<file path="config.mk">
export PLATFORM = sky130hd
export DESIGN_NAME = matrix_multiply_flat
export DESIGN_NICKNAME = d
export VERILOG_FILES = /design/src/design/mm_pkg.sv /design/src/design/mm_if.sv /design/src/design/matrix_multiply.sv /design/src/design/mm_ram.sv /design/src/design/mm_ctrl.sv /design/src/design/mm_datapath.sv /design/src/flat_wrapper.sv
export SDC_FILE = /design/constraint.sdc
export NUM_CORES = 2
export LEC_CHECK = 0
export ABC_AREA = 1
export BUFFER_PORTS_ARGS = -buffer_cell sky130_fd_sc_hd__buf_2
export CORE_MARGIN = 1
export CORE_UTILIZATION = 58
export DETAILED_ROUTE_END_ITERATION = 10
export PLACE_DENSITY = 0.73
export SYNTH_ARGS = -nofsm -noshare
export SYNTH_HDL_FRONTEND = slang
export SYNTH_HIERARCHICAL = 1
export SYNTH_SLANG_ARGS = --single-unit
export TNS_END_PERCENT = 100
</file>
<file path="constraint.sdc">
create_clock -name clk -period 6.2 [get_ports clk]
set_input_delay 0 -clock clk [delete_from_list [all_inputs] [get_ports clk]]
set_output_delay 0 -clock clk [all_outputs]
set_load 0.1 [all_outputs]
</file>
<file path="src/design/mm_pkg.sv">
// ----------------------------------------------------------------------------
// mm_pkg
// Shared codes, widths and controller/datapath signal groups for the matrix
// multiply block.
// ----------------------------------------------------------------------------
package mm_pkg;

    // request codes
    localparam logic [1:0] ACT_LOAD_A = 2'd0;
    localparam logic [1:0] ACT_LOAD_B = 2'd1;
    localparam logic [1:0] ACT_RUN    = 2'd2;

    // configuration register indexes
    localparam logic [1:0] CFG_A_ROWS     = 2'd0;
    localparam logic [1:0] CFG_INNER_SIZE = 2'd1;
    localparam logic [1:0] CFG_B_COLS     = 2'd2;

    // fixed field widths
    localparam int ACTION_BITS  = 2;
    localparam int INDEX_BITS   = 6;
    localparam int ELEM_BITS    = 16;
    localparam int OUT_BITS     = 35;
    localparam int IDX_BITS     = 3;
    localparam int DIM_BITS     = 4;
    localparam int CFG_IDX_BITS = 2;

    // reset value of every size register
    localparam logic [DIM_BITS-1:0] DIM_RESET = 4'd8;

    // commands from the controller to the datapath
    typedef struct packed {
        logic                wr_a;
        logic                wr_b;
        logic                rd_en;
        logic                first;
        logic                last_term;
        logic                push;
        logic                last_elem;
        logic [IDX_BITS-1:0] row;
        logic [IDX_BITS-1:0] col;
        logic [IDX_BITS-1:0] k;
        logic [DIM_BITS-1:0] inner;
        logic [DIM_BITS-1:0] cols;
    } mm_cmd_t;

    // status from the datapath to the controller
    typedef struct packed {
        logic sum_ready;
        logic out_free;
    } mm_status_t;

endpackage

</file>
<file path="src/design/mm_if.sv">
// ----------------------------------------------------------------------------
// mm_if
// Request and result channels of the matrix multiply block.
// ----------------------------------------------------------------------------
interface mm_in_if;
    import mm_pkg::*;

    logic                          valid;
    logic                          ready;
    logic [ACTION_BITS-1:0]        action;
    logic [INDEX_BITS-1:0]         elem_index;
    logic signed [ELEM_BITS-1:0]   elem_value;

    modport source (output valid, output action, output elem_index, output elem_value,
                    input ready);
    modport sink   (input valid, input action, input elem_index, input elem_value,
                    output ready);
endinterface

interface mm_out_if;
    import mm_pkg::*;

    logic                        valid;
    logic                        ready;
    logic signed [OUT_BITS-1:0]  product_value;
    logic [IDX_BITS-1:0]         out_row;
    logic [IDX_BITS-1:0]         out_col;
    logic                        last;

    modport source (output valid, output product_value, output out_row, output out_col,
                    output last, input ready);
    modport sink   (input valid, input product_value, input out_row, input out_col,
                    input last, output ready);
endinterface

</file>
<file path="src/design/matrix_multiply.sv">
// ----------------------------------------------------------------------------
// matrix_multiply
// General matrix multiply over two loaded element stores.
// ----------------------------------------------------------------------------
// Requests load elements of A and B or start a run. A run emits
// a_rows * b_cols product elements in row-major order, each the exact
// Q19.16 sum of inner_size Q8.8 products, formed in the single shared
// multiply-accumulate pipeline (store read, multiply register, accumulate
// register). Each element starts after the previous sum is pushed to the
// output register, held off while the result stalls. No request is taken
// during a run. Stores are not cleared: read only entries that were loaded.
module matrix_multiply #(
    parameter int MAX_DIM    = 8,
    parameter int VALUE_BITS = 16
) (
    input  logic                             clk,
    input  logic                             rst_n,
    mm_in_if.sink                            item,
    mm_out_if.source                         result,
    input  logic                             cfg_we,
    input  logic [mm_pkg::CFG_IDX_BITS-1:0]  cfg_index,
    input  logic [mm_pkg::DIM_BITS-1:0]      cfg_data
);
    import mm_pkg::*;

    mm_cmd_t    cmd;
    mm_status_t status;

    mm_ctrl #(.MAX_DIM(MAX_DIM)) u_ctrl (
        .clk       (clk),
        .rst_n     (rst_n),
        .cfg_we    (cfg_we),
        .cfg_index (cfg_index),
        .cfg_data  (cfg_data),
        .in_valid  (item.valid),
        .in_ready  (item.ready),
        .action    (item.action),
        .cmd       (cmd),
        .status    (status)
    );

    mm_datapath #(.MAX_DIM(MAX_DIM), .VALUE_BITS(VALUE_BITS)) u_datapath (
        .clk        (clk),
        .rst_n      (rst_n),
        .elem_index (item.elem_index),
        .elem_value (item.elem_value),
        .cmd        (cmd),
        .status     (status),
        .result     (result)
    );

endmodule

</file>
<file path="src/design/mm_ram.sv">
// ----------------------------------------------------------------------------
// mm_ram
// Simple dual-port RAM: one write port, one read port with registered data.
// ----------------------------------------------------------------------------
module mm_ram #(
    parameter int WIDTH = 16,
    parameter int DEPTH = 64
) (
    input  logic                     clk,
    input  logic                     wr_en,
    input  logic [$clog2(DEPTH)-1:0] wr_addr,
    input  logic [WIDTH-1:0]         wr_data,
    input  logic                     rd_en,
    input  logic [$clog2(DEPTH)-1:0] rd_addr,
    output logic [WIDTH-1:0]         rd_data
);

    logic [WIDTH-1:0] mem [DEPTH];

    // write port
    always_ff @(posedge clk)
    begin
        if (wr_en)
        begin
            mem[wr_addr] <= wr_data;
        end
    end

    // registered read port
    always_ff @(posedge clk)
    begin
        if (rd_en)
        begin
            rd_data <= mem[rd_addr];
        end
    end

endmodule

</file>
<file path="src/design/mm_ctrl.sv">
// ----------------------------------------------------------------------------
// mm_ctrl
// Size registers and run sequencer: walks row, column and inner index and
// issues one multiply-accumulate term per cycle except while a sum waits.
// ----------------------------------------------------------------------------
module mm_ctrl #(
    parameter int MAX_DIM = 8
) (
    input  logic                                clk,
    input  logic                                rst_n,
    input  logic                                cfg_we,
    input  logic [mm_pkg::CFG_IDX_BITS-1:0]     cfg_index,
    input  logic [mm_pkg::DIM_BITS-1:0]         cfg_data,
    input  logic                                in_valid,
    output logic                                in_ready,
    input  logic [mm_pkg::ACTION_BITS-1:0]      action,
    output mm_pkg::mm_cmd_t                     cmd,
    input  mm_pkg::mm_status_t                  status
);
    import mm_pkg::*;

    typedef enum logic [1:0] {S_IDLE, S_ISSUE, S_WAIT} state_t;

    localparam logic [DIM_BITS-1:0] DIM_MAX = DIM_BITS'(MAX_DIM);
    localparam logic [DIM_BITS-1:0] DIM_ONE = DIM_BITS'(1);

    state_t              state_reg, state_next;
    logic [DIM_BITS-1:0] a_rows_reg, inner_size_reg, b_cols_reg;
    logic [DIM_BITS-1:0] rows_reg, rows_next;
    logic [DIM_BITS-1:0] inner_reg, inner_next;
    logic [DIM_BITS-1:0] cols_reg, cols_next;
    logic [IDX_BITS-1:0] i_reg, i_next;
    logic [IDX_BITS-1:0] j_reg, j_next;
    logic [IDX_BITS-1:0] k_reg, k_next;
    logic                accept;
    logic                k_last, j_last, i_last;

    function automatic logic [DIM_BITS-1:0] clamp_dim(input logic [DIM_BITS-1:0] d);
        if (d == '0)
            return DIM_ONE;
        else if (d > DIM_MAX)
            return DIM_MAX;
        else
            return d;
    endfunction

    // size registers
    always_ff @(posedge clk or negedge rst_n)
    begin
        if (!rst_n)
        begin
            a_rows_reg     <= DIM_RESET;
            inner_size_reg <= DIM_RESET;
            b_cols_reg     <= DIM_RESET;
        end
        else if (cfg_we)
        begin
            unique case (cfg_index)
                CFG_A_ROWS:     a_rows_reg     <= cfg_data;
                CFG_INNER_SIZE: inner_size_reg <= cfg_data;
                CFG_B_COLS:     b_cols_reg     <= cfg_data;
                default:        ;
            endcase
        end
    end

    assign in_ready = (state_reg == S_IDLE);
    assign accept   = in_valid && in_ready;

    // loop end flags
    assign k_last = ({1'b0, k_reg} == inner_reg - DIM_ONE);
    assign j_last = ({1'b0, j_reg} == cols_reg - DIM_ONE);
    assign i_last = ({1'b0, i_reg} == rows_reg - DIM_ONE);

    // sequencer next state
    always_comb
    begin
        state_next = state_reg;
        rows_next  = rows_reg;
        inner_next = inner_reg;
        cols_next  = cols_reg;
        i_next     = i_reg;
        j_next     = j_reg;
        k_next     = k_reg;
        unique case (state_reg)
            S_IDLE:
            begin
                if (accept && action == ACT_RUN)
                begin
                    rows_next  = clamp_dim(a_rows_reg);
                    inner_next = clamp_dim(inner_size_reg);
                    cols_next  = clamp_dim(b_cols_reg);
                    i_next     = '0;
                    j_next     = '0;
                    k_next     = '0;
                    state_next = S_ISSUE;
                end
            end
            S_ISSUE:
            begin
                if (k_last)
                begin
                    k_next     = '0;
                    state_next = S_WAIT;
                end
                else
                begin
                    k_next = k_reg + IDX_BITS'(1);
                end
            end
            S_WAIT:
            begin
                if (status.sum_ready && status.out_free)
                begin
                    if (j_last)
                    begin
                        j_next = '0;
                        if (i_last)
                        begin
                            state_next = S_IDLE;
                        end
                        else
                        begin
                            i_next     = i_reg + IDX_BITS'(1);
                            state_next = S_ISSUE;
                        end
                    end
                    else
                    begin
                        j_next     = j_reg + IDX_BITS'(1);
                        state_next = S_ISSUE;
                    end
                end
            end
            default:
            begin
                state_next = S_IDLE;
            end
        endcase
    end

    // state and counters
    always_ff @(posedge clk or negedge rst_n)
    begin
        if (!rst_n)
        begin
            state_reg <= S_IDLE;
            rows_reg  <= DIM_ONE;
            inner_reg <= DIM_ONE;
            cols_reg  <= DIM_ONE;
            i_reg     <= '0;
            j_reg     <= '0;
            k_reg     <= '0;
        end
        else
        begin
            state_reg <= state_next;
            rows_reg  <= rows_next;
            inner_reg <= inner_next;
            cols_reg  <= cols_next;
            i_reg     <= i_next;
            j_reg     <= j_next;
            k_reg     <= k_next;
        end
    end

    // commands to the datapath
    always_comb
    begin
        cmd           = '0;
        cmd.wr_a      = accept && (action == ACT_LOAD_A);
        cmd.wr_b      = accept && (action == ACT_LOAD_B);
        cmd.rd_en     = (state_reg == S_ISSUE);
        cmd.first     = (k_reg == '0);
        cmd.last_term = k_last;
        cmd.push      = (state_reg == S_WAIT) && status.sum_ready && status.out_free;
        cmd.last_elem = i_last && j_last;
        cmd.row       = i_reg;
        cmd.col       = j_reg;
        cmd.k         = k_reg;
        cmd.inner     = inner_reg;
        cmd.cols      = cols_reg;
    end

    // a new term never starts while a finished sum still waits
    a_no_issue_on_sum: assert property (@(posedge clk) disable iff (!rst_n)
        cmd.rd_en |-> !status.sum_ready)
        else $error("term issued while a finished sum waits");

    // a run request starts issuing terms in the next cycle
    a_run_starts: assert property (@(posedge clk) disable iff (!rst_n)
        (accept && action == ACT_RUN) |=> cmd.rd_en && cmd.first)
        else $error("run request did not start the sequencer");

    // pushing the final element returns the block to idle
    a_last_to_idle: assert property (@(posedge clk) disable iff (!rst_n)
        (cmd.push && cmd.last_elem) |=> in_ready)
        else $error("block not idle after final element");

endmodule

</file>
<file path="src/design/mm_datapath.sv">
// ----------------------------------------------------------------------------
// mm_datapath
// Element stores, address generation, multiply-accumulate pipeline and
// result output register.
// ----------------------------------------------------------------------------
module mm_datapath #(
    parameter int MAX_DIM    = 8,
    parameter int VALUE_BITS = 16
) (
    input  logic                                  clk,
    input  logic                                  rst_n,
    input  logic [mm_pkg::INDEX_BITS-1:0]         elem_index,
    input  logic signed [mm_pkg::ELEM_BITS-1:0]   elem_value,
    input  mm_pkg::mm_cmd_t                       cmd,
    output mm_pkg::mm_status_t                    status,
    mm_out_if.source                              result
);
    import mm_pkg::*;

    localparam int DEPTH = MAX_DIM * MAX_DIM;
    localparam int AW    = $clog2(DEPTH);
    localparam int AFW   = IDX_BITS + DIM_BITS;
    localparam int PW    = 2 * VALUE_BITS;

    logic [VALUE_BITS-1:0]        wr_value;
    logic                         in_range;
    logic [AFW-1:0]               a_addr_full, b_addr_full;
    logic [VALUE_BITS-1:0]        a_data, b_data;
    logic                         p1_valid_reg, p1_first_reg, p1_last_reg;
    logic                         p2_valid_reg, p2_first_reg, p2_last_reg;
    logic signed [PW-1:0]         prod_reg;
    logic [OUT_BITS-1:0]          prod_ext;
    logic [OUT_BITS-1:0]          acc_reg;
    logic                         sum_ready_reg;
    logic                         out_valid_reg;
    logic [OUT_BITS-1:0]          out_value_reg;
    logic [IDX_BITS-1:0]          out_row_reg, out_col_reg;
    logic                         out_last_reg;

    // fit the loaded value to the store width
    generate
        if (VALUE_BITS <= ELEM_BITS)
        begin : g_trunc
            assign wr_value = elem_value[VALUE_BITS-1:0];
        end
        else
        begin : g_sext
            assign wr_value = {{(VALUE_BITS-ELEM_BITS){elem_value[ELEM_BITS-1]}}, elem_value};
        end
    endgenerate

    assign in_range = (int'(elem_index) < DEPTH);

    // row-major read addresses
    assign a_addr_full = AFW'(cmd.row) * AFW'(cmd.inner) + AFW'(cmd.k);
    assign b_addr_full = AFW'(cmd.k) * AFW'(cmd.cols) + AFW'(cmd.col);

    mm_ram #(.WIDTH(VALUE_BITS), .DEPTH(DEPTH)) u_a_store (
        .clk     (clk),
        .wr_en   (cmd.wr_a && in_range),
        .wr_addr (elem_index[AW-1:0]),
        .wr_data (wr_value),
        .rd_en   (cmd.rd_en),
        .rd_addr (a_addr_full[AW-1:0]),
        .rd_data (a_data)
    );

    mm_ram #(.WIDTH(VALUE_BITS), .DEPTH(DEPTH)) u_b_store (
        .clk     (clk),
        .wr_en   (cmd.wr_b && in_range),
        .wr_addr (elem_index[AW-1:0]),
        .wr_data (wr_value),
        .rd_en   (cmd.rd_en),
        .rd_addr (b_addr_full[AW-1:0]),
        .rd_data (b_data)
    );

    // pipeline tags
    always_ff @(posedge clk or negedge rst_n)
    begin
        if (!rst_n)
        begin
            p1_valid_reg <= 1'b0;
            p2_valid_reg <= 1'b0;
        end
        else
        begin
            p1_valid_reg <= cmd.rd_en;
            p2_valid_reg <= p1_valid_reg;
        end
    end

    always_ff @(posedge clk)
    begin
        p1_first_reg <= cmd.first;
        p1_last_reg  <= cmd.last_term;
        p2_first_reg <= p1_first_reg;
        p2_last_reg  <= p1_last_reg;
    end

    // multiply stage
    always_ff @(posedge clk)
    begin
        if (p1_valid_reg)
        begin
            prod_reg <= $signed(a_data) * $signed(b_data);
        end
    end

    // product at result width, wrapping when wider
    generate
        if (PW >= OUT_BITS)
        begin : g_prod_cut
            assign prod_ext = prod_reg[OUT_BITS-1:0];
        end
        else
        begin : g_prod_ext
            assign prod_ext = {{(OUT_BITS-PW){prod_reg[PW-1]}}, prod_reg};
        end
    endgenerate

    // accumulate stage
    always_ff @(posedge clk)
    begin
        if (p2_valid_reg)
        begin
            acc_reg <= (p2_first_reg ? '0 : acc_reg) + prod_ext;
        end
    end

    // finished sum flag
    always_ff @(posedge clk or negedge rst_n)
    begin
        if (!rst_n)
        begin
            sum_ready_reg <= 1'b0;
        end
        else if (cmd.push)
        begin
            sum_ready_reg <= 1'b0;
        end
        else if (p2_valid_reg && p2_last_reg)
        begin
            sum_ready_reg <= 1'b1;
        end
    end

    // output register
    always_ff @(posedge clk or negedge rst_n)
    begin
        if (!rst_n)
        begin
            out_valid_reg <= 1'b0;
        end
        else if (cmd.push)
        begin
            out_valid_reg <= 1'b1;
        end
        else if (result.ready)
        begin
            out_valid_reg <= 1'b0;
        end
    end

    always_ff @(posedge clk)
    begin
        if (cmd.push)
        begin
            out_value_reg <= acc_reg;
            out_row_reg   <= cmd.row;
            out_col_reg   <= cmd.col;
            out_last_reg  <= cmd.last_elem;
        end
    end

    assign status.sum_ready = sum_ready_reg;
    assign status.out_free  = !out_valid_reg || result.ready;

    assign result.valid         = out_valid_reg;
    assign result.product_value = out_value_reg;
    assign result.out_row       = out_row_reg;
    assign result.out_col       = out_col_reg;
    assign result.last          = out_last_reg;

    // no term reaches the accumulator while a finished sum waits
    a_no_term_on_sum: assert property (@(posedge clk) disable iff (!rst_n)
        p2_valid_reg |-> !sum_ready_reg)
        else $error("term accumulated over a finished sum");

    // a completed sum always comes from a final term
    a_sum_from_last: assert property (@(posedge clk) disable iff (!rst_n)
        $rose(sum_ready_reg) |-> $past(p2_valid_reg && p2_last_reg))
        else $error("sum flagged without a final term");

endmodule

</file>
<file path="src/flat_wrapper.sv">
// flat-port wrapper written by rule: the top's interface ports become plain ports
module matrix_multiply_flat import mm_pkg::*;
#(
    parameter int MAX_DIM    = 8,
    parameter int VALUE_BITS = 16
)
  (clk, rst_n, cfg_we, cfg_index, cfg_data, item_valid, item_action, item_elem_index, item_elem_value, item_ready, result_valid, result_product_value, result_out_row, result_out_col, result_last, result_ready);
  mm_in_if item_i ();
  mm_out_if result_i ();
  input  logic clk;
  input  logic rst_n;
  input  logic cfg_we;
  input  logic [mm_pkg::CFG_IDX_BITS-1:0] cfg_index;
  input  logic [mm_pkg::DIM_BITS-1:0] cfg_data;
  input wire logic [$bits(item_i.valid)-1:0] item_valid;
  input wire logic [$bits(item_i.action)-1:0] item_action;
  input wire logic [$bits(item_i.elem_index)-1:0] item_elem_index;
  input wire logic [$bits(item_i.elem_value)-1:0] item_elem_value;
  output wire logic [$bits(item_i.ready)-1:0] item_ready;
  output wire logic [$bits(result_i.valid)-1:0] result_valid;
  output wire logic [$bits(result_i.product_value)-1:0] result_product_value;
  output wire logic [$bits(result_i.out_row)-1:0] result_out_row;
  output wire logic [$bits(result_i.out_col)-1:0] result_out_col;
  output wire logic [$bits(result_i.last)-1:0] result_last;
  input wire logic [$bits(result_i.ready)-1:0] result_ready;
  assign item_i.valid = item_valid;
  assign item_i.action = item_action;
  assign item_i.elem_index = item_elem_index;
  assign item_i.elem_value = item_elem_value;
  assign item_ready = item_i.ready;
  assign result_valid = result_i.valid;
  assign result_product_value = result_i.product_value;
  assign result_out_row = result_i.out_row;
  assign result_out_col = result_i.out_col;
  assign result_last = result_i.last;
  assign result_i.ready = result_ready;
  matrix_multiply #(.MAX_DIM(MAX_DIM), .VALUE_BITS(VALUE_BITS)) u_core (.clk(clk), .rst_n(rst_n), .item(item_i), .result(result_i), .cfg_we(cfg_we), .cfg_index(cfg_index), .cfg_data(cfg_data));
endmodule
</file>
==> impl_metrics.yaml <==
timing:
  finClkSkew_ns: 0.0695
  fin_crit_ns: 5.87
  slew_headroom: 0.184
  setup_violations: 0
  fmax_ghz: 0.170
  finalHoldViolations: 0
  worst_slack_ns: 0.326
  fin_setup_tns_ns: 0
  worstMarginPinSlew_ns: 1.22
  rsz0062_at_grt: "false"
  post-route-period-util: 0.947
  maxSlewViolCount: 0
placed_design:
  pre_cts_slack_ns: 0.339
  place_congestion: 0.945
  place_area_um2: 107000
  portBuffers: 78
  dpl.cell_count: 11700
  dp_hpwl_um: 163000
detailed_routing:
  antenna_left: 0
  drc_errors: 2
  drtPass1Iterations: 11
  routedWlPerCell_um: 22.4
  vias: 71300
  vias_per_cell: 5.86
  drt-total-wl_um: 273000
  drt_iter0_drc: 9270
critical_path:
  crit_type: "reg2reg"
  start_kind: "register"
  cp_slowest_stage_delay_ns: 0.88
  cp-end-kind: "register"
  cp.required_ns: 6.81
  crit_chain: "nand2_1 > fa_1 > inv_1 > fa_1 > fa_1 > fa_1 > fa_1 > inv_1 > fa_1 > inv_1 > ha_1 > a21oi_1 > o21ai_0 > nand2_1 > nand2_1 > a21oi_1 > nand2_1 > nand2_1 > nand2_1"
  critPathTopFamily: "adder cells"
  critPathSlowestCell: "edfxtp_1"
  crit_arrival_ns: 6.48
  timing.critical_path.from: "u_core/u_datapath/u_a_store/rd_data[8]"
  rr_startpoint: "u_core/u_datapath/u_a_store/rd_data[8]"
  cp_max_fo: 16
  critPathBufInv: 3
clocking:
  cts_tree: "done"
  cts.sinks: 2232
  cts-root-buf: "clkbuf_16"
  cts_htree_levels: 4
  cts_buffer_depth: 3
  worstSkewPairLatency_ns: 0.87
  cts-buffers-inserted: 215
  ctsResizeCount: 0
  holdBufCountCts: 42
  clkTransAtPathRegs_ns: 0.06
  postCtsSetupRepairBufs: 0
hold_path:
  hp-class: "in2reg"
  hp-start: "item_elem_index[0]"
pwr:
  power_density_nw_per_um2: 258
  p_leak_nw: 44.9
  ir_drop_mv: 0.289
floorplan:
  core_area_um2: 178000
  initial_core_util: 0.584
  die_w_um: 426
  die_h_um: 426
  rows: 155
  num_io_pins: 79
  die_area_um2: 181000
finish:
  design_area_um2: 114000
  finish.utilization: 0.640
  top_regs: "u_core/u_datapath/u_a_store/mem (1024), u_core/u_datapath/u_b_store/mem (1024)"
  layout-drive-gt1-share: 0.0762
  area_delta_synth_final_pct: 9.45
  nets: 10100
  fin_cells: 12200
status:
  violations: "DRC"
  status: "complete, but fails checks"
logic_synthesis:
  synth_area_per_cell_um2: 10.9
  ys_warn_count: 6
  synth.area.top_cells: "edfxtp_1 (63%), nand2_1 (12%), nand3_1 (8.8%)"
  synthFlopType: "edfxtp_1"
  postSynthCellCount: 9535
  synth_area_um2: 104000
  yosys.area.top_type: "edfxtp_1"
  synth_nets: 9984
  yosysMostFrequentCell: "nand2_1"
  seq_area_frac_synth: 0.641
  synthTopCellsByCount: "nand2_1 (3,255), edfxtp_1 (2,189), nand3_1 (1,828)"
  async_flop_share: 0.0175
  synth-edff-count: 2189
  synth_cell_types: 46
  synth_top_area_frac: 0.631
  ys_seq_elements: 2232
global_routing:
  grt_overflow: 0
  grt_use_total: 0.300
  grt_pass1_wl_um: 412000
  grt_pass1_vias: 69000
  antenna_found_initial: 3
  grt_max_degree: 194
flow_run:
  drv_cap: 0
layer usage:
metal / wire, um / up-vias / global-route usage
met5: 0 / - / 0
met4: 11500 / 0 / 0.124
met3: 29700 / 595 / 0.0641
met2: 125000 / 4028 / 0.463
met1: 106000 / 34300 / 0.416
li1: - / 32300 / -
final timing paths:
path	to	slack, ns	depth (start not counted)
max in group asynchronous	u_core/u_datapath/p1_valid_reg	5.64	4
min	u_core/u_datapath/u_b_store/mem[35][8]	0.06	3
min in group asynchronous	u_core/u_ctrl/b_cols_reg[3]	0.34	3
max	u_core/u_datapath/prod_reg[30]	0.33	19
min reg2reg	u_core/u_datapath/p2_last_reg	0.33	0
max reg2reg	u_core/u_datapath/prod_reg[30]	0.33	19
cell type report:
type	count	area [um^2]
tap	2355	2950
inverter	709	2710
multi-input combinational	6080	31900
clock inverter	132	1060
clock buffer	263	5650
timing repair buffer	372	2990
fill	13500	64300
sequential	2232	66800
antenna	8	20.0
kinds of logic (layout without fill, tap and decap cells):
logic type	count (synthesis)	after routing	share of synthesized area
AND/OR/NAND/NOR	5481	5481	0.223
adder cells (fa/ha/maj)	414	414	0.0692
AO/OA/AOI/OAI	127	127	0.00679
buffers and inverters	1223	1476	0.0557
flip-flops	2232	2232	0.641
other	0	8	0
XOR/XNOR	58	58	0.00487
worst reg2reg max path, stage by stage, from the launching register on:
cell and delay [ns]:
edfxtp_1 0.88, nand2_1 0.19, fa_1 0.57, inv_1 0.05
fa_1 0.48, fa_1 0.61, fa_1 0.46, fa_1 0.50
inv_1 0.05, fa_1 0.47, inv_1 0.04, ha_1 0.35
a21oi_1 0.29, o21ai_0 0.16, nand2_1 0.08, nand2_1 0.09
a21oi_1 0.20, nand2_1 0.07, nand2_1 0.06, nand2_1 0.05
power breakdown:
| part | total, W | switching, W | internal, W |
|---|---|---|---|
| Combinational | 0.000374 | 0.000326 | 0.0000480 |
| Sequential | 0.0166 | 0.00000853 | 0.0166 |
| Clock | 0.0126 | 0.00571 | 0.00685 |
| Total | 0.0295 | 0.00604 | 0.0235 |
cell usage in the layout (no fill, tap or decap), types with 34 or more instances in the layout:
cell type      netlist  routed
fa_1               271     269
edfxtp_1          2189    2189
clkbuf_16            0     217
a21oi_1             61      61
o21ai_0             34      34
nand3_1           1828    1828
nor2_1             271     262
xor2_1              43      39
ha_1               143     139
nand2_1           3255    3255
clkinv_1             1      55
buf_4               41     249
inv_1              696     694
buf_2              226      62
clkbuf_1           111      41
dlygate4sd3_1        0      41
clkinv_2             0      40
nand4_1             35      35
stage by stage:
step	power, W	hold WS, ns
floorplan	0.0169	-0.296
global placement	0.0172	0.152
detailed placement	0.0172	0.168
CTS	0.0296	0.00132
global route	0.0302	0.0430
finish	0.0295	0.0599
(Power assumes the default switching activity.)
